`src/hdl/cflsp_pkg.sv`:
```
package cflsp_pkg;

  // Vector dimensions handled per item (2 or 3)
  localparam int DIMENSIONS = 3;

  localparam int VW      = 32;            // one velocity component / Q16.16 word
  localparam int SQW     = 2 * VW;        // exact square, Q32.32
  localparam int IDXW    = 16;            // substep counter width

  localparam int IN_DATA_W  = 3 * VW;                 // vel_x, vel_y, vel_z
  localparam int OUT_DATA_W = VW + IDXW + VW;         // substep, index, peak speed

  // Configuration register map
  localparam int CFG_IDX_W = 3;
  localparam logic [CFG_IDX_W-1:0] REG_RADIUS   = 3'd0;
  localparam logic [CFG_IDX_W-1:0] REG_CFL      = 3'd1;
  localparam logic [CFG_IDX_W-1:0] REG_MIN_STEP = 3'd2;
  localparam logic [CFG_IDX_W-1:0] REG_MAX_STEP = 3'd3;
  localparam logic [CFG_IDX_W-1:0] REG_FRAME    = 3'd4;

  localparam logic [VW-1:0] RST_RADIUS   = 32'h0001_0000;
  localparam logic [VW-1:0] RST_CFL      = 32'h0001_0000;
  localparam logic [VW-1:0] RST_MIN_STEP = 32'h0000_0001;
  localparam logic [VW-1:0] RST_MAX_STEP = 32'h0001_0000;
  localparam logic [VW-1:0] RST_FRAME    = 32'h0001_0000;

  localparam logic [VW-1:0]   WORD_MAX  = '1;
  localparam logic [IDXW-1:0] INDEX_MAX = '1;

  // Iterative unit step counts: two radicand bits per root bit, one quotient bit per step
  localparam int SQRT_STEPS = SQW / 2;
  localparam int DIV_STEPS  = SQW;
  localparam int CNT_W      = $clog2(DIV_STEPS);

  typedef struct packed {
    logic [VW-1:0] radius;
    logic [VW-1:0] cfl;
    logic [VW-1:0] min_step;
    logic [VW-1:0] max_step;
    logic [VW-1:0] frame;
  } cfg_t;

  // Stage-1 control beside the lane registers
  typedef struct packed {
    logic valid;
    logic last;
  } lane_ctl_t;

  // Merge stage hand-off to the solver
  typedef struct packed {
    logic           start;
    logic [SQW-1:0] peak_sq;
  } sweep_t;

  typedef struct packed {
    logic [VW-1:0]   peak_speed;
    logic [IDXW-1:0] substep_index;
    logic [VW-1:0]   substep;
    logic            frame_done;
  } result_t;

endpackage

```
`src/hdl/cflsp_lane.sv`:
```
module cflsp_lane (
  input  logic                     clk,
  input  logic                     en,
  input  logic [cflsp_pkg::VW-1:0] vel,
  output logic [cflsp_pkg::SQW-1:0] sq_r
);
  import cflsp_pkg::*;

  logic [VW-1:0] mag;

  // Magnitude of the signed component; the most negative value maps to 2^31
  assign mag = vel[VW-1] ? (~vel + VW'(1)) : vel;

  // Register the exact square
  always_ff @(posedge clk) begin
    if (en) begin
      sq_r <= SQW'(mag) * SQW'(mag);
    end
  end

endmodule

```
`config.mk`:
```
export PLATFORM = sky130hd
export DESIGN_NAME = cflsp_lane
export DESIGN_NICKNAME = d
export VERILOG_FILES = /design/src/hdl/cflsp_pkg.sv /design/src/hdl/cflsp_lane.sv
export SDC_FILE = /design/constraint.sdc
export NUM_CORES = 2
export LEC_CHECK = 0
export ABC_AREA = 1
export BUFFER_PORTS_ARGS = -buffer_cell sky130_fd_sc_hd__buf_2
export CAP_MARGIN = 5
export CORE_MARGIN = 2
export CORE_UTILIZATION = 45
export DETAILED_ROUTE_END_ITERATION = 16
export GPL_TIMING_DRIVEN = 0
export SYNTH_ARGS = -nofsm -noshare
export SYNTH_HDL_FRONTEND = slang
export SYNTH_SLANG_ARGS = --single-unit
```
`constraint.sdc`:
```
create_clock -name clk -period 19.95 [get_ports clk]
set_clock_uncertainty 0.15 [all_clocks]
set_input_delay 0.9975 -clock clk [delete_from_list [all_inputs] [get_ports clk]]
set_output_delay 0.9975 -clock clk [all_outputs]
set_load 0.05 [all_outputs]
```
==> impl_metrics.py <==
metrics = {
    "run_status": {
        "status": "completed",
    },
    "final_layout": {
        "area_growth_pct": 6.14,
        "final_common_cell": "inv_1",
        "largest_reg_flops": 63,
        "regMostFlops": "sq_r",
        "design_area_um2": 35800,
        "nets": 5339,
        "drive_gt1_share_pct": 6.73,
        "stdcell_count": 5206,
        "most-common-layout-cells": "inv_1 (1312), nand2_1 (806), fa_1 (795)",
        "reg_top3": "sq_r: 63 flops",
        "fill_cells": 7508,
    },
    "timing": {
        "hold_viol": 0,
        "slew_headroom_pct": 11.2,
        "setup_viol": 0,
        "rsz0062_at_grt": "no",
        "max_freq_mhz": 88.7,
        "fin_crit_sh_pct": 56.5,
        "fin_crit_ns": 11.27,
        "fin_hold_ws_ns": 0.786,
        "finalSetupTns_ns": 0,
        "slew_violations": 0,
        "worstMarginPinSlew_ns": 1.33,
    },
    "critical_path": {
        "critPathBufInv": 9,
        "cp.depth": 30,
        "cp-end-kind": "flop",
        "cp_slowest_cell": "xor2_2",
        "critPathMaxFanout": 10,
        "path_class": "input port to flop",
        "cp_data_arrival_time_ns": 11.21,
        "cp-start-kind": "input port",
        "cp_top_family": "adder cells",
        "critPathMaxStageDelay_ns": 0.76,
        "cp_common_cell": "fa_1",
        "worstPathRequired_ns": 19.89,
    },
    "clocking": {
        "cts-htree-levels": 3,
        "clk_pin_slew_ns": 0.07,
        "clockBufferDepth": 2,
        "root_buffer": "clkbuf_16",
        "clock_sinks": 63,
        "cts_made_buffers": 9,
        "cts_resized": 0,
        "cts_hold_buf": 0,
        "post-cts-setup-buffer-count": 0,
        "cts_tree": "done",
    },
    "drt": {
        "first_iter_violations": 2042,
        "post-route-drc-count": 0,
        "wire_per_inst_um": 21.7,
        "num_vias": 26271,
        "drt-pass1-iter-count": 5,
        "ant_nets": 0,
        "vias_per_cell": 5.05,
        "routed_wl_mm": 113,
    },
    "grt": {
        "grt_usage_pct": 30.3,
        "grtUsageMet3_pct": 7.77,
        "grt_antenna_before_repair": 6,
        "grt_util_met2_pct": 46.7,
        "grt_max_degree": 64,
        "gr-max-usage-layer": "met2",
        "grt-ovfl-total": 0,
        "use_met1_pct": 40.9,
        "grt_pass1_wl_mm": 170,
        "grt_pass1_vias": 27236,
    },
    "synthesis": {
        "synth-seq-area-share_pct": 5.60,
        "synth_top_family_by_area": "adder cells",
        "synth.top_cell.area_share_pct": 47.1,
        "syn_avg_cell_area_um2": 8.25,
        "synthAdderAreaFrac_pct": 57.6,
        "synth_compound_gate_area_share_pct": 2.33,
        "yosys_warnings": 0,
        "netlist_area_um2": 33800,
        "synth_mux_area_share_pct": 0,
        "synth-async-reset-ratio_pct": 0,
        "synth_xor_area_share_pct": 1.56,
        "netlist-cell-type-count": 46,
        "synth_ff_type": "edfxtp_1",
        "synthCells": 4096,
        "synth_top_cells_by_area": "fa_1 (47%), inv_1 (15%), ha_1 (10%), nand2_1 (9.0%), edfxtp_1 (5.6%)",
        "synth_enable_flop_cells": 63,
        "synth_top_area_cell": "fa_1",
        "synth_simple_gate_area_share_pct": 16.4,
        "yosys_register_bits": 63,
    },
    "run": {
        "drv_cap": 0,
    },
    "floorplanning": {
        "num_rows": 100,
        "die_y_um": 278,
        "die-width_um": 278,
        "die_area_um2": 77300,
        "start_util_pct": 45.4,
        "ioPinCount": 98,
        "core_area_um2": 74300,
    },
    "placed_design": {
        "dpl_cell_area_um2": 35600,
        "gp_congestion": 0.977,
        "place_hpwl_mm": 97.4,
        "port_buffers": 95,
        "place_inst": 5185,
    },
    "worst_hold_path": {
        "worstHoldPathCells": 1,
        "hold_path_end": "sq_r[0]",
        "hp-start": "vel[0]",
        "hp-class": "input port to flop",
    },
}
-- cell usage after synthesis, types with 10 or more instances --
| cell type | count |
|---|---|
| ha_1 | 283 |
| inv_1 | 1312 |
| nand2_2 | 17 |
| nor2_4 | 14 |
| nand3_1 | 84 |
| edfxtp_1 | 63 |
| nand2_4 | 12 |
| nand3b_1 | 10 |
| buf_4 | 15 |
| xor2_1 | 48 |
| o21bai_1 | 15 |
| fa_1 | 795 |
| clkbuf_1 | 13 |
| inv_2 | 26 |
| o21ai_0 | 41 |
| nor2_1 | 317 |
| a21oi_1 | 70 |
| nand2_1 | 806 |
| nand4_1 | 19 |
| buf_2 | 48 |
| nor3_1 | 18 |
-- per-stage QoR --
| stage | util (%) | setup slack (ns) |
|---|---|---|
| 4_1_cts | 48.2 | 9.01 |
| 5_1_grt | 48.2 | 8.40 |
| 3_3_place_gp | 47.8 | 8.53 |
| 6_report | 48.2 | 8.68 |
| 2_1_floorplan | - | 11.49 |
| 3_5_place_dp | 47.9 | 8.67 |
-- final cells by class --
class | count | area [um^2] | area share (%)
multi-input cells | 2630 | 26400 | 73.7
well taps | 969 | 1210 | 3.38
plain buffers | 88 | 532 | 1.48
clock inverters | 7 | 46.3 | 0.129
repair buffers | 95 | 478 | 1.33
flip-flops and latches | 63 | 1890 | 5.28
clock buffers | 9 | 225 | 0.628
inverters | 1340 | 5030 | 14.0
diodes | 5 | 12.5 | 0.0349
-- routing by layer --
layer / vias to the layer above / part of all wire, %
met3: 253 / 11
li1: 11812 / -
met4: 2 / 4.9
met5: - / 0.011
met2: 1192 / 45
met1: 13012 / 40
-- logic make-up (layout without fill, tap and decap cells) --
kind of cell / Yosys count / in the layout
flops: 63 / 63
simple gates: 1327 / 1327
xor+xnor: 57 / 57
other cells: 2 / 32
fa+ha+maj: 1078 / 1078
compound gates: 141 / 141
buf+inv: 1428 / 1539
-- worst max path at each step --
| stage | startpoint | slack [ns] | end |
|---|---|---|---|
| CTS | vel[0] | 9.01 | sq_r[29] |
| global route | vel[0] | 8.40 | sq_r[31] |
| global placement | vel[0] | 8.53 | sq_r[29] |
| floorplan | vel[0] | 11.49 | sq_r[61] |
| finish | vel[0] | 8.68 | sq_r[29] |
| detailed placement | vel[0] | 8.67 | sq_r[29] |
Power is left out: the tool's default activity adds up to more than one toggle a clock period on the data nets, which glitch-free logic cannot reach.
