[src/hdl/cflsp_pkg.sv]
package cflsp_pkg;

  // Vector dimensions handled per item (2 or 3)
  localparam int DIMENSIONS = 3;

  localparam int VW      = 32;            // one velocity component / Q16.16 word
  localparam int SQW     = 2 * VW;        // exact square, Q32.32
  localparam int IDXW    = 16;            // substep counter width

  localparam int IN_DATA_W  = 3 * VW;                 // vel_x, vel_y, vel_z
  localparam int OUT_DATA_W = VW + IDXW + VW;         // substep, index, peak speed

  // Configuration register map
  localparam int CFG_IDX_W = 3;
  localparam logic [CFG_IDX_W-1:0] REG_RADIUS   = 3'd0;
  localparam logic [CFG_IDX_W-1:0] REG_CFL      = 3'd1;
  localparam logic [CFG_IDX_W-1:0] REG_MIN_STEP = 3'd2;
  localparam logic [CFG_IDX_W-1:0] REG_MAX_STEP = 3'd3;
  localparam logic [CFG_IDX_W-1:0] REG_FRAME    = 3'd4;

  localparam logic [VW-1:0] RST_RADIUS   = 32'h0001_0000;
  localparam logic [VW-1:0] RST_CFL      = 32'h0001_0000;
  localparam logic [VW-1:0] RST_MIN_STEP = 32'h0000_0001;
  localparam logic [VW-1:0] RST_MAX_STEP = 32'h0001_0000;
  localparam logic [VW-1:0] RST_FRAME    = 32'h0001_0000;

  localparam logic [VW-1:0]   WORD_MAX  = '1;
  localparam logic [IDXW-1:0] INDEX_MAX = '1;

  // Iterative unit step counts: two radicand bits per root bit, one quotient bit per step
  localparam int SQRT_STEPS = SQW / 2;
  localparam int DIV_STEPS  = SQW;
  localparam int CNT_W      = $clog2(DIV_STEPS);

  typedef struct packed {
    logic [VW-1:0] radius;
    logic [VW-1:0] cfl;
    logic [VW-1:0] min_step;
    logic [VW-1:0] max_step;
    logic [VW-1:0] frame;
  } cfg_t;

  // Stage-1 control beside the lane registers
  typedef struct packed {
    logic valid;
    logic last;
  } lane_ctl_t;

  // Merge stage hand-off to the solver
  typedef struct packed {
    logic           start;
    logic [SQW-1:0] peak_sq;
  } sweep_t;

  typedef struct packed {
    logic [VW-1:0]   peak_speed;
    logic [IDXW-1:0] substep_index;
    logic [VW-1:0]   substep;
    logic            frame_done;
  } result_t;

endpackage

[src/hdl/cflsp_solver.sv]
module cflsp_solver (
  input  logic                clk,
  input  logic                rst_n,
  input  cflsp_pkg::cfg_t     cfg,
  input  cflsp_pkg::sweep_t   sweep,
  input  logic                out_ready,
  output logic                out_valid_r,
  output cflsp_pkg::result_t  out_r,
  output logic                load
);
  import cflsp_pkg::*;

  typedef enum logic [4:0] {
    S_IDLE  = 5'b00001,
    S_SQRT  = 5'b00010,
    S_DIV   = 5'b00100,
    S_CLAMP = 5'b01000,
    S_FIN   = 5'b10000
  } state_t;

  state_t          state_r;
  logic [CNT_W-1:0] cnt_r;

  // Square root unit
  logic [SQW-1:0]  x_r;
  logic [VW:0]     rem_r;
  logic [VW-1:0]   root_r;
  logic [VW+2:0]   rem_sh;
  logic [VW+2:0]   trial;
  logic            sq_ge;
  logic [VW:0]     rem_nxt;
  logic [VW-1:0]   root_nxt;

  // Divider
  logic [SQW-1:0]  prod_r;
  logic [SQW-1:0]  dvd_r;
  logic [VW-1:0]   drem_r;
  logic [VW:0]     drem_sh;
  logic            dv_ge;
  logic [VW-1:0]   drem_nxt;
  logic [SQW-1:0]  dvd_nxt;

  // Step selection and frame state
  logic [VW-1:0]   step_raw;
  logic [VW-1:0]   step_nxt;
  logic [VW-1:0]   remt_nxt;
  logic [VW-1:0]   step_r;
  logic [VW-1:0]   remt_r;
  logic [VW-1:0]   sub;
  logic [VW:0]     newel;
  logic            done;
  logic [VW-1:0]   elapsed_r;
  logic [IDXW-1:0] counter_r;
  logic [IDXW-1:0] counter_nxt;

  // One root bit per step: bring down two radicand bits, try (4*root + 1)
  always_comb begin
    rem_sh   = {rem_r, x_r[SQW-1 -: 2]};
    trial    = {1'b0, root_r, 2'b01};
    sq_ge    = rem_sh >= trial;
    rem_nxt  = sq_ge ? (VW+1)'(rem_sh - trial) : rem_sh[VW:0];
    root_nxt = {root_r[VW-2:0], sq_ge};
  end

  // One quotient bit per step, shifted in behind the dividend
  always_comb begin
    drem_sh  = {drem_r, dvd_r[SQW-1]};
    dv_ge    = drem_sh >= {1'b0, root_r};
    drem_nxt = dv_ge ? VW'(drem_sh - {1'b0, root_r}) : drem_sh[VW-1:0];
    dvd_nxt  = {dvd_r[SQW-2:0], dv_ge};
  end

  // Saturate the quotient, clamp, and work out the time left in the frame
  always_comb begin
    if (root_r == '0 || dvd_r[SQW-1:VW] != '0) begin
      step_raw = WORD_MAX;
    end else begin
      step_raw = dvd_r[VW-1:0];
    end
    if (step_raw < cfg.min_step) begin
      step_nxt = cfg.min_step;
    end else if (step_raw > cfg.max_step) begin
      step_nxt = cfg.max_step;
    end else begin
      step_nxt = step_raw;
    end
    remt_nxt = (elapsed_r < cfg.frame) ? (cfg.frame - elapsed_r) : '0;
  end

  // Shorten near the frame end; 1.5 steps reaching it is 3*step >= 2*remaining
  always_comb begin
    if (step_r >= remt_r) begin
      sub = remt_r;
    end else if (({2'b00, step_r} + {1'b0, step_r, 1'b0}) >= {1'b0, remt_r, 1'b0}) begin
      sub = remt_r >> 1;
    end else begin
      sub = step_r;
    end
    newel       = {1'b0, elapsed_r} + {1'b0, sub};
    done        = newel >= {1'b0, cfg.frame};
    counter_nxt = (counter_r == INDEX_MAX) ? counter_r : counter_r + IDXW'(1);
    load        = (state_r == S_FIN) && (!out_valid_r || out_ready);
  end

  // Sequencer and frame state
  always_ff @(posedge clk) begin
    if (!rst_n) begin
      state_r     <= S_IDLE;
      cnt_r       <= '0;
      elapsed_r   <= '0;
      counter_r   <= '0;
      out_valid_r <= 1'b0;
    end else begin
      // Raise on a load, drop once the result beat is taken
      if (load) begin
        out_valid_r <= 1'b1;
      end else if (out_valid_r && out_ready) begin
        out_valid_r <= 1'b0;
      end
      unique case (state_r)
        S_IDLE: begin
          if (sweep.start) begin
            state_r <= S_SQRT;
            cnt_r   <= '0;
          end
        end
        S_SQRT: begin
          if (cnt_r == CNT_W'(SQRT_STEPS - 1)) begin
            state_r <= S_DIV;
            cnt_r   <= '0;
          end else begin
            cnt_r <= cnt_r + CNT_W'(1);
          end
        end
        S_DIV: begin
          cnt_r <= cnt_r + CNT_W'(1);
          if (cnt_r == CNT_W'(DIV_STEPS - 1)) begin
            state_r <= S_CLAMP;
          end
        end
        S_CLAMP: begin
          state_r <= S_FIN;
        end
        S_FIN: begin
          if (load) begin
            state_r <= S_IDLE;
            if (done) begin
              elapsed_r <= '0;
              counter_r <= '0;
            end else begin
              elapsed_r <= newel[VW-1:0];
              counter_r <= counter_nxt;
            end
          end
        end
        default: state_r <= S_IDLE;
      endcase
    end
  end

  // Datapath registers
  always_ff @(posedge clk) begin
    unique case (state_r)
      S_IDLE: begin
        x_r    <= sweep.peak_sq;
        rem_r  <= '0;
        root_r <= '0;
        prod_r <= SQW'(cfg.radius) * SQW'(cfg.cfl);
      end
      S_SQRT: begin
        x_r    <= {x_r[SQW-3:0], 2'b00};
        rem_r  <= rem_nxt;
        root_r <= root_nxt;
        dvd_r  <= prod_r;
        drem_r <= '0;
      end
      S_DIV: begin
        dvd_r  <= dvd_nxt;
        drem_r <= drem_nxt;
      end
      S_CLAMP: begin
        step_r <= step_nxt;
        remt_r <= remt_nxt;
      end
      S_FIN: begin
        if (load) begin
          out_r.substep       <= sub;
          out_r.substep_index <= counter_nxt;
          out_r.frame_done    <= done;
          out_r.peak_speed    <= root_r;
        end
      end
      default: begin
      end
    endcase
  end

  // A new sweep never arrives while a step is being worked out
  assert property (@(posedge clk) disable iff (!rst_n)
    (state_r != S_IDLE) |-> !sweep.start)
    else $error("sweep start while solver busy");

  // The chosen substep never exceeds the clamped CFL step
  assert property (@(posedge clk) disable iff (!rst_n)
    load |-> (sub <= step_r))
    else $error("substep above clamped step");

  // Frame state returns to zero after a frame-done result
  assert property (@(posedge clk) disable iff (!rst_n)
    (load && done) |=> (elapsed_r == '0 && counter_r == '0))
    else $error("frame state not cleared at frame end");

endmodule

[config.mk]
export PLATFORM = sky130hd
export DESIGN_NAME = cflsp_solver
export DESIGN_NICKNAME = d
export VERILOG_FILES = /design/src/hdl/cflsp_pkg.sv /design/src/hdl/cflsp_solver.sv
export SDC_FILE = /design/constraint.sdc
export NUM_CORES = 2
export LEC_CHECK = 0
export ABC_AREA = 1
export BUFFER_PORTS_ARGS = -buffer_cell sky130_fd_sc_hd__buf_2
export CAP_MARGIN = 20
export CORE_MARGIN = 2
export CORE_UTILIZATION = 60
export DETAILED_ROUTE_END_ITERATION = 10
export GPL_TIMING_DRIVEN = 0
export PLACE_DENSITY_LB_ADDON = 0.05
export SYNTH_ARGS = -nofsm -noshare
export SYNTH_HDL_FRONTEND = slang
export SYNTH_SLANG_ARGS = --single-unit
export TNS_END_PERCENT = 20
[constraint.sdc]
create_clock -name clk -period 8.1 [get_ports clk]
set_input_delay 0 -clock clk [delete_from_list [all_inputs] [get_ports clk]]
set_output_delay 0 -clock clk [all_outputs]
set_load 0.03 [all_outputs]
==> results.md <==
- Run status: complete, no violations
- CTS buffer count: 49
- Final worst slack: 190 ps
- Post-Syn Instances: 8352
- Placement Cell Area: 70800 sq um
- Crit Reg-Reg Endpoint: elapsed_r[21]
- Global-route wire length before repair: 349000 um
- Syn nets: 10100
- Maximum number of pins on one net before global-route repair: 87
- Final Instance Area: 74500 sq um
- Syn_area_per_cell: 8.05 sq um
- Pre-antenna DRT Iters: 6
- Synth Cell Area: 67200 sq um
- Slew HR: 9.45%
- Fin Hold WS: 35.5 ps
- Critical path class: reg -> reg
- Max cap viols: 0
- Crit path buffers/inverters: 7
- Worst-Skew Late Latency: 640 ps
- CP max stage cell: edfxtp_1
- Die area: 115000 sq um
- Layout Nets: 10600
- Core box area: 111000 sq um
- Dominant register cell in the synthesized netlist: edfxtp_1
- Final Cycle Share: 97.7%
- Ys Warns: 0
- R2R Setup Slk: 190 ps
- Most frequent cells in the layout: nand2_1 (2241), inv_1 (1772), fa_1 (898), ha_1 (577), nor2_1 (475)
- Io pins: 311
- Final core utilization: 67.2%
- Initial Utilization: 60.6%
- Fraction of registers with async set/reset: 0%
- Min-delay src: cfg[24]
- Crit end category: flop
- # DRC: 0
- Arr. time, crit path: 8470 ps
- Max Slew Vio Count: 0
- Number of synthesized flops with an enable pin: 434
- Yosys reg bits: 494
- Critical path's most frequent cell: nand2_1
- Share of layout cells above drive strength 1: 7.06%
- PortBufs: 310
- DRT antenna net count: 0
- H-tree depth: 2
- Maximum clock insertion buffer count: 3
- Filler cell count: 9562
- Via/cell ratio: 5.68
- Die Ht: 339 um
- Cell family contributing the most delay on the critical path: simple AND/OR/NAND/NOR gates
- Die width: 339 um
- Worst Hold Endpoint: remt_r[24]
- Reg2reg start: step_r[7]
- Initial antenna violation count: 8
- Setup violations, final: 0
- Vias in the first global route: 59400
- Row count: 122
- DRT iter0 DRCs: 5549
- CTS sink count: 494
- Post-Route WL: 236000 um
- RePlAce Congestion: 1.05
- Final-report hold violation count: 0
- Setup crit start kind: flop
- Clock skew: 22.0 ps
- Sequential cell area: 14200 sq um
- Synth cell types: 74
- Period minus WS final: 7910 ps
- CTS tree: done
- Commonest non-fill, non-tap cell in the layout: nand2_1
- GRT Overall Usage: 40.5%
- Req. time, crit path: 8660 ps
- Dpl ws: -1020 ps
- Tightest Pin Transition: 1360 ps
- Synth-to-Final Area Change: 10.8%
- Max Clock Freq: 126 MHz
- CP peak stage delay: 480 ps
- Clock root cell: clkbuf_16
- Routed vias: 59300
- Clock slew seen by the registers of the worst setup and hold paths: 80 ps
- Hold Crit Depth: 5
- Final HPWL DP: 193000 um
- Path depth of the worst reg2reg path: 52
- Register area share after synthesis: 21.2%
- Path type of the worst min-delay path: in -> reg
- Worst-path fanout max: 10
- DR WL/cell: 22.6 um
- Grt ovf: 0
- Multi-input logic area: 45200 sq um
## synthesized netlist by cell type, types with 13 or more instances
cell	instances	area share (%)
edfxtp_1	434	19
a21oi_1	422	3.1
o21bai_2	24	0.40
a31oi_1	41	0.38
nor2_2	13	0.12
xor2_1	115	1.5
fa_1	900	27
o21bai_1	19	0.21
a21o_1	27	0.30
xnor2_1	71	0.93
clkbuf_1	264	1.5
inv_1	1774	9.9
nand4_1	91	0.85
o21a_1	21	0.23
and2_1	28	0.26
nand3_1	190	1.4
o21ai_0	155	1.2
nand2_1	2248	13
nor3_1	47	0.35
buf_2	20	0.15
inv_2	32	0.18
dfxtp_1	60	1.8
nor2_1	481	2.7
ha_1	587	11
nor4_1	20	0.19
o21ai_1	128	0.95
## metrics by stage
| step | cells | TNS (ps) |
|---|---|---|
| 2_1_floorplan | 8352 | 0 |
| 3_3_place_gp | 10200 | -34990 |
| 3_5_place_dp | 10200 | -42660 |
| 6_report | 10400 | 0 |
| 4_1_cts | 10400 | 0 |
| 5_1_grt | 10400 | -2590 |
## repair_timing
action                                  CTS  global route
hold buffers                            140             0
endpoints found under the hold margin   117             0
buffers inserted                         16            13
pin swaps                                 5            14
resized for setup                        27            70
endpoints found under the setup margin   49            49
## cell type report
type                            count  share of cell area [%]
Sequential cell                   494                    19.1
Clock buffer                       61                    1.75
Timing Repair Buffer              490                    4.53
Inverter                         1811                    9.14
Multi-Input combinational cell   5742                    60.7
Tap cell                         1488                    2.50
Buffer                            303                    1.75
Clock inverter                     31                   0.490
Antenna cell                        7                  0.0235
## flip-flops by register name, summed over array words and instances (netlist names)
register and count:
cnt_r 6, counter_r 16, drem_r 32, dvd_r 64, elapsed_r 32, out_r 81, out_valid_r 1, prod_r 64
rem_r 33, remt_r 32, root_r 32, state_r 5, step_r 32, x_r 64
## worst min-delay path: stages
cell    delay, ps
buf_2         120
ha_1          200
xor2_1         90
inv_1          50
nor2_1         40
## kinds of logic (layout without fill, tap and decap cells)
kind of cell,after synthesis,in the layout,share of synthesized area [%]
AND/OR/NAND/NOR,3155,3155,18.9
buffers and inverters,2116,2696,12.0
adder cells (fa/ha/maj),1487,1487,37.7
AO/OA/AOI/OAI,914,914,7.80
flip-flops,494,494,21.2
XOR/XNOR,186,186,2.42
other,0,7,0
## worst max path at each step
| stage | start | end | slack, ps | depth (start not counted) |
|---|---|---|---|---|
| after detailed placement | step_r[1] | elapsed_r[24] | -1020 | 55 |
| after floorplan | step_r[1] | elapsed_r[21] | 1120 | 59 |
| after CTS | step_r[6] | elapsed_r[21] | 20 | 51 |
| after global routing | step_r[7] | elapsed_r[25] | -120 | 59 |
| final | step_r[7] | elapsed_r[21] | 190 | 52 |
| after global placement | step_r[1] | elapsed_r[24] | -1000 | 55 |
## layer usage
metal | share of wire [%] | track usage (%) | up-vias
met2 | 46 | 66.2 | 3144
met5 | 0.014 | 0 | -
li1 | - | - | 26800
met4 | 9.3 | 30.2 | 6
met1 | 36 | 48.6 | 28400
met3 | 9.0 | 6.56 | 872
Power is left out: the tool's default activity adds up to more than one toggle a clock period on the data nets, which glitch-free logic cannot reach.
