<file path="config.mk">
export PLATFORM = sky130hd
export DESIGN_NAME = cflsp_merge
export DESIGN_NICKNAME = d
export VERILOG_FILES = /design/src/hdl/cflsp_pkg.sv /design/src/hdl/cflsp_merge.sv
export SDC_FILE = /design/constraint.sdc
export NUM_CORES = 1
export LEC_CHECK = 0
export BUFFER_PORTS_ARGS = -buffer_cell sky130_fd_sc_hd__buf_4
export CORE_MARGIN = 3
export CORE_UTILIZATION = 61
export CTS_CLUSTER_DIAMETER = 40
export DETAILED_ROUTE_END_ITERATION = 7
export GPL_TIMING_DRIVEN = 0
export PLACE_DENSITY = 0.88
export SLEW_MARGIN = 20
export SYNTH_ARGS = -nofsm -noshare
export SYNTH_HDL_FRONTEND = slang
export SYNTH_SLANG_ARGS = --single-unit
</file>
<file path="constraint.sdc">
create_clock -name clk -period 7.9 [get_ports clk]
set_input_delay 0 -clock clk [delete_from_list [all_inputs] [get_ports clk]]
set_output_delay 0 -clock clk [all_outputs]
set_load 0.05 [all_outputs]
</file>
<file path="src/hdl/cflsp_pkg.sv">
package cflsp_pkg;

  // Vector dimensions handled per item (2 or 3)
  localparam int DIMENSIONS = 3;

  localparam int VW      = 32;            // one velocity component / Q16.16 word
  localparam int SQW     = 2 * VW;        // exact square, Q32.32
  localparam int IDXW    = 16;            // substep counter width

  localparam int IN_DATA_W  = 3 * VW;                 // vel_x, vel_y, vel_z
  localparam int OUT_DATA_W = VW + IDXW + VW;         // substep, index, peak speed

  // Configuration register map
  localparam int CFG_IDX_W = 3;
  localparam logic [CFG_IDX_W-1:0] REG_RADIUS   = 3'd0;
  localparam logic [CFG_IDX_W-1:0] REG_CFL      = 3'd1;
  localparam logic [CFG_IDX_W-1:0] REG_MIN_STEP = 3'd2;
  localparam logic [CFG_IDX_W-1:0] REG_MAX_STEP = 3'd3;
  localparam logic [CFG_IDX_W-1:0] REG_FRAME    = 3'd4;

  localparam logic [VW-1:0] RST_RADIUS   = 32'h0001_0000;
  localparam logic [VW-1:0] RST_CFL      = 32'h0001_0000;
  localparam logic [VW-1:0] RST_MIN_STEP = 32'h0000_0001;
  localparam logic [VW-1:0] RST_MAX_STEP = 32'h0001_0000;
  localparam logic [VW-1:0] RST_FRAME    = 32'h0001_0000;

  localparam logic [VW-1:0]   WORD_MAX  = '1;
  localparam logic [IDXW-1:0] INDEX_MAX = '1;

  // Iterative unit step counts: two radicand bits per root bit, one quotient bit per step
  localparam int SQRT_STEPS = SQW / 2;
  localparam int DIV_STEPS  = SQW;
  localparam int CNT_W      = $clog2(DIV_STEPS);

  typedef struct packed {
    logic [VW-1:0] radius;
    logic [VW-1:0] cfl;
    logic [VW-1:0] min_step;
    logic [VW-1:0] max_step;
    logic [VW-1:0] frame;
  } cfg_t;

  // Stage-1 control beside the lane registers
  typedef struct packed {
    logic valid;
    logic last;
  } lane_ctl_t;

  // Merge stage hand-off to the solver
  typedef struct packed {
    logic           start;
    logic [SQW-1:0] peak_sq;
  } sweep_t;

  typedef struct packed {
    logic [VW-1:0]   peak_speed;
    logic [IDXW-1:0] substep_index;
    logic [VW-1:0]   substep;
    logic            frame_done;
  } result_t;

endpackage

</file>
<file path="src/hdl/cflsp_merge.sv">
module cflsp_merge (
  input  logic                        clk,
  input  logic                        rst_n,
  input  cflsp_pkg::lane_ctl_t        ctl,
  input  logic [cflsp_pkg::DIMENSIONS-1:0][cflsp_pkg::SQW-1:0] lane_sq,
  output cflsp_pkg::sweep_t           sweep_r
);
  import cflsp_pkg::*;

  logic [SQW-1:0] peak_r;
  logic [SQW-1:0] sum;
  logic [SQW-1:0] peak_nxt;

  // Add the lane squares and keep the larger of sum and running peak
  always_comb begin
    sum = '0;
    for (int i = 0; i < DIMENSIONS; i++) begin
      sum = sum + lane_sq[i];
    end
    peak_nxt = (sum > peak_r) ? sum : peak_r;
  end

  // Track the peak; hand it over and restart on the last beat of a sweep
  always_ff @(posedge clk) begin
    if (!rst_n) begin
      peak_r          <= '0;
      sweep_r.start   <= 1'b0;
      sweep_r.peak_sq <= '0;
    end else begin
      sweep_r.start <= 1'b0;
      if (ctl.valid) begin
        if (ctl.last) begin
          peak_r          <= '0;
          sweep_r.start   <= 1'b1;
          sweep_r.peak_sq <= peak_nxt;
        end else begin
          peak_r <= peak_nxt;
        end
      end
    end
  end

endmodule

</file>
==> flow_metrics.tcl, run 1 <==
set metrics [dict create \
    via_count 12500 \
    clkTransAtPathRegs_ns 0.06 \
    cts.repair_timing.setup_buffer_count 0 \
    period_needed_ns 6.74 \
    io_pins 261 \
    reg2reg_to "peak_r[45]" \
    clock_tree.buffer_depth 2 \
    reg2reg_from "peak_r[23]" \
    numCtsBuffers 17 \
    fill_cells 1398 \
    syn_avg_cell_area_sq_um 8.33 \
    synthFlopType "dfxtp_1" \
    yosys.area.top_type_share_pct 21.6 \
    clkLatencyLatePin_ns 0.42 \
    fin_util_pct 78.4 \
    seq_area_sq_um 2580 \
    crit_path_start "lane_sq[1]" \
    grt_max_degree 17 \
    start_util_pct 63.0 \
    syn_to_final_growth_pct 24.6 \
    ys_async_sr_fraction_pct 0 \
    p_leak_uw 0.00651 \
    nets 2104 \
    fp-row-count 50 \
    synth_cell_types 75 \
    drc 0 \
    die_w_um 146 \
    synth_top_area_cell "dfxtp_1" \
    ys_ff_latch 129 \
    ant_nets 0 \
    yosys_warnings 0 \
    fmax_mhz 148 \
    ys_top_cells_by_count "138 x nor2_1, 129 x a21oi_1, 129 x dfxtp_1" \
    postCtsHoldBufs 2 \
    grt_use_total_pct 36.2 \
    synth_edf_count 0 \
    skew_ns 0.00992 \
    die_y_um 146 \
    rsz0062_at_grt "false" \
    drt_iter0_markers 1244 \
    synth.cell_area_sq_um 12000 \
    multi_input_area_sq_um 8730 \
    dr.pass1.iters 6 \
    hp-class "in2reg" \
    crit_path_end_kind "flip-flop" \
    dieArea_sq_um 21300 \
    reg2reg_depth 12 \
    tns_ns 0 \
    io_buffers 260 \
    dp_hpwl_um 31700 \
    ys_seq_area_share_pct 21.6 \
    antenna_cells 0 \
    power_density_nw_per_um2 298 \
    period_share_pct 85.3 \
    setup_viol 0 \
    synthCells 1437 \
    cts.sinks 129 \
    holdPathStages 4 \
    slew_headroom_pct 40.3 \
    tightest_slew_ns 0.888 \
    ctsHtreeMaxLevel 4 \
    ir_worst_vdd_uv 158 \
    grt_pass1_wl_um 63000 \
    slew_violations 0 \
    synth_nets 1823 \
    critical_path_class "in2reg" \
    avgRoutedWirePerCell_um 20.0 \
    hold_violations 0 \
    critPathLaunchType "input port" \
    vias_per_cell 6.30 \
    cts_tree "yes" \
    root_buffer "clkbuf_16" \
    synth.area.top_cells "dfxtp_1 22%, ha_1 13%, fa_1 11%, a21oi_1 5.4%, nor2_1 4.3%" \
    hold-path-endpoint "peak_r[0]" \
    totalWireLength_um 39700 \
    layout-drive-gt1-share_pct 19.4 \
    cp.arrival_ns 7.10 \
    min_from "lane_sq[128]" \
    maxCapViolCount 0 \
    core_sq_um 19000 \
    yosysMostFrequentCell "nor2_1" \
    gp_congestion 0.959 \
    antenna_found_initial 0 \
    required_ns 8.26 \
    r2r_slack_ns 3.94 \
    grt_overflow_total 0 \
    grt_pass1_vias 12500 \
    cts_resized 0 \
    outcome "complete, no violations" \
    worstPathMaxFanout 10 \
]
==> registers in the layout, summed over array words and instances, names as in the netlist <==
register  cells
sweep_r      65
peak_r       64
==> cell families (layout without fill, tap and decap cells) <==
family / count (synthesis) / after routing / synth area share, %
adders and majority gates: 190 / 190 / 23.9
xor gates and xnor gates: 61 / 61 / 4.46
and+or+nand+nor: 379 / 379 / 14.8
AOI/OAI and AO/OA: 465 / 465 / 26.0
buffers and inverters: 168 / 461 / 5.54
muxes: 45 / 45 / 3.77
DFF: 129 / 129 / 21.6
==> layout make-up <==
cell class | count | share of cell area [%]
clock buffers | 19 | 2.97
repair buffers | 262 | 13.2
flip-flops and latches | 129 | 17.3
inverters | 95 | 2.39
plain buffers | 73 | 2.05
clock inverters | 12 | 1.38
multi-input cells | 1140 | 58.5
well taps | 260 | 2.18
==> per-layer routing <==
metal	track usage, %	part of all wire (%)
met3	8.41	11
met1	47.5	40
met5	0	0
met2	59.6	47
met4	11.1	2.6
==> where the power goes <==
group          internal [uW]  total, uW  switching [uW]  leakage, uW
logic                   1000       2730            1730      0.00514
clock network            569        881             312     0.000310
registers                753        829            76.3      0.00106
==> how the worst max path moves through the flow <==
stage            endpoint  slack, ns  depth (start not counted)
2_1_floorplan  peak_r[56]       2.85                         24
3_3_place_gp   peak_r[53]       1.08                         25
3_5_place_dp   peak_r[50]       1.01                         25
4_1_cts        peak_r[50]       1.43                         25
5_1_grt        peak_r[50]       0.83                         25
6_report       peak_r[45]       1.16                         25
==> worst max-delay path, stage by stage <==
cell and delay, ns:
buf_4 0.12, fa_1 0.54, ha_1 0.17, inv_1 0.06
fa_1 0.40, or2b_1 0.28, a21oi_2 0.21, o21ai_2 0.17
a21oi_1 0.18, o21ai_0 0.14, a21oi_1 0.42, o21ai_2 0.23
o21ai_0 0.27, xor2_1 0.59, ha_1 0.37, a21oi_1 0.14
o21ai_0 0.14, a221oi_1 0.44, o211ai_1 0.16, a211oi_1 0.25
a31oi_2 0.10, o21ai_1 0.74, and2_1 0.27, clkbuf_1 0.48
a22o_1 0.22
==> through the flow <==
step / total power [uW] / cells / hold slack, ns / cell area [sq um] / setup slack [ns]
6_report: 4440 / 1990 / 0.0712 / 14900 / 1.16
5_1_grt: 4700 / 1990 / 0.138 / 14900 / 0.834
4_1_cts: 4360 / 1990 / 0.0697 / 14900 / 1.43
3_5_place_dp: 3460 / 1957 / 0.319 / 14200 / 1.01
3_3_place_gp: 3380 / 1957 / 0.312 / 14200 / 1.08
2_1_floorplan: 2680 / 1437 / 0.140 / 12000 / 2.85
==> cells in the final DEF, fill, tap and decap left out, types with 10 or more instances in the layout <==
master,synthesis,routed
clkbuf_16,0,17
fa_1,64,64
o21a_1,13,13
xor2_1,15,15
xnor2_1,46,46
ha_1,126,126
nand2_1,90,90
mux2i_1,44,44
nand4_1,30,30
buf_2,14,14
dfxtp_1,129,129
a21o_1,36,36
clkbuf_1,55,56
inv_1,95,95
and2_1,13,13
a21oi_1,129,129
nand3_1,34,34
a31oi_1,11,11
o21bai_1,17,17
o21ai_0,82,82
a211oi_1,39,39
a22o_1,21,21
nor3_1,23,23
buf_4,4,264
nor2_1,138,138
a22oi_1,41,41
o211ai_1,10,10
(Power assumes the default switching activity.)
==> inputs of run 2 (changes only) <==
--- a/config.mk
+++ b/config.mk
@@ -14,2 +14,3 @@
 export PLACE_DENSITY = 0.88
+export SETUP_SLACK_MARGIN = 0.02
 export SLEW_MARGIN = 20
==> constraint.sdc (replaced) <==
create_clock -name clk -period 7.9 [get_ports clk]
set_input_delay 0.79 -clock clk [delete_from_list [all_inputs] [get_ports clk]]
set_output_delay 0.79 -clock clk [all_outputs]
set_load 0.05 [all_outputs]
==> run 2 against run 1 <==
Effect of this change: power about the same; sequential share of layout area barely moved; worst hold slack better by 0.41 ns; clock skew is 0.00052 ns lower; maximum frequency down 11%; first-iteration DRC count up 8.6%; register-to-register slack got worse by 0.08 ns.
==> flow_metrics.tcl, run 2 (synthesis results as in run 1) <==
set metrics [dict create \
    vias_per_cell 6.31 \
    cp.arrival_ns 7.90 \
    period_needed_ns 7.53 \
    grt_pass1_wl_um 63000 \
    p_total_uw 4440 \
    cts_resized 0 \
    cts.repair_timing.setup_buffer_count 0 \
    fill_cells 1400 \
    postCtsHoldBufs 0 \
    mostFrequentLayoutCells "264 x buf_4, 138 x nor2_1, 129 x a21oi_1, 129 x dfxtp_1, 126 x ha_1" \
    crit_path_end_kind "flip-flop" \
    clkLatencyLatePin_ns 0.42 \
    pwr-share-seq_pct 18.7 \
    slew_headroom_pct 37.2 \
    slew_violations 0 \
    power_density_nw_per_um2 298 \
    p_int_uw 2320 \
    syn_to_final_growth_pct 24.4 \
    die_y_um 146 \
    fmax_mhz 133 \
    dieArea_sq_um 21300 \
    antenna_cells 0 \
    p_sw_share_pct 47.7 \
    skew_ns 0.00940 \
    combPwrFrac_pct 61.5 \
    grt_use_total_pct 36.1 \
    io_pins 261 \
    clkPwrFrac_pct 19.8 \
    outcome "complete, no violations" \
    required_ns 8.26 \
    tns_ns 0 \
    cts_tree "yes" \
    largest_reg_flops 65 \
    ir_worst_vdd_uv 158 \
    critPathLaunchType "input port" \
    setup_viol 0 \
    tightest_slew_ns 0.935 \
    core_sq_um 19000 \
    io_buffers 260 \
    dr.pass1.iters 6 \
    root_buffer "clkbuf_16" \
    start_util_pct 63.0 \
    hp-class "reg2reg" \
    grt_pass1_vias 12400 \
    hold_violations 0 \
    avgRoutedWirePerCell_um 20.0 \
    totalWireLength_um 39800 \
    cts.sinks 129 \
    final_common_cell "buf_4" \
    gp_congestion 0.959 \
    clock_tree.buffer_depth 2 \
    drc 0 \
    ant_nets 0 \
    dp_hpwl_um 31700 \
    critical_path_class "in2reg" \
    clkTransAtPathRegs_ns 0.06 \
    ctsHtreeMaxLevel 4 \
    die_w_um 146 \
    via_count 12500 \
    rsz0062_at_grt "false" \
    grt_overflow_total 0 \
    switching_power_uw 2120 \
    top_register "sweep_r" \
    p_leak_uw 0.00650 \
    nets 2102 \
    numCtsBuffers 17 \
    drt_iter0_markers 1351 \
    grt_max_degree 17 \
    layout-drive-gt1-share_pct 19.4 \
    maxCapViolCount 0 \
    antenna_found_initial 0 \
    period_share_pct 95.4 \
    largestRegisters "sweep_r: 65 flops, peak_r: 64 flops" \
    fp-row-count 50 \
    worstPathMaxFanout 10 \
]
==> run 2: cell count changes in the layout (fill, tap and decap cells not counted), sizes merged <==
cell	previous run	this run
dlygate4sd3	2	0
==> run 2: metrics by stage <==
step | cells | hold WS [ns] | cell area, sq um | setup slack, ns | util (%)
after floorplan | 1437 | 0.442 | 12000 | 2.06 | -
after global routing | 1988 | 0.490 | 14900 | 0.0441 | 78.3
after CTS | 1988 | 0.476 | 14900 | 0.638 | 78.3
after detailed placement | 1957 | 0.461 | 14200 | 0.222 | 74.9
after global placement | 1957 | 0.456 | 14200 | 0.286 | 74.9
final | 1988 | 0.482 | 14900 | 0.365 | 78.3
==> run 2: power by group through the flow <==
stage	Clock, uW	Sequential, uW	Combinational, uW
4_1_cts	875	824	2660
2_1_floorplan	0	973	1700
6_report	879	829	2730
5_1_grt	909	836	2960
3_3_place_gp	0	832	2550
3_5_place_dp	0	836	2620
==> run 2: path summary, 6_finish.rpt <==
check	startpoint	end	slack [ns]	cells after the start
worst max-delay path	lane_sq[1]	peak_r[50]	0.37	25
worst min-delay path	peak_r[44]	peak_r[44]	0.48	1
worst max register to register	peak_r[23]	peak_r[50]	3.86	12
worst min register to register	peak_r[44]	peak_r[44]	0.48	1
==> run 2: area by class of cell <==
class	count	area, sq um	area share (%)
multi-input combinational	1140	8730	58.6
sequential	129	2580	17.3
timing repair buffer	260	1950	13.1
clock buffer	19	443	2.97
inverter	95	357	2.39
tap	260	325	2.18
buffer	73	307	2.06
clock inverter	12	205	1.38
==> run 2: worst max-delay path, stage by stage <==
cell      delay [ns]
buf_4           0.12
fa_1            0.54
ha_1            0.17
inv_1           0.06
fa_1            0.41
or2b_1          0.28
a21oi_2         0.21
o21ai_2         0.17
a21oi_1         0.19
o21ai_0         0.15
a21oi_1         0.41
o21ai_2         0.23
o21ai_0         0.26
xor2_1          0.59
ha_1            0.37
a21oi_1         0.14
o21ai_0         0.14
a221oi_1        0.41
o211ai_1        0.15
a211oi_1        0.25
a31oi_2         0.10
o21ai_1         0.78
and2_1          0.28
clkbuf_1        0.48
a22o_1          0.22
==> run 2: routing by layer <==
metal  wire length [um]  vias up  global-route usage, %
met5                  0        -                      0
met4               1100        0                   11.1
met3               4230       94                   8.41
met2              18400      734                   59.5
met1              16000     5936                   47.5
li1                   -     5773                      -
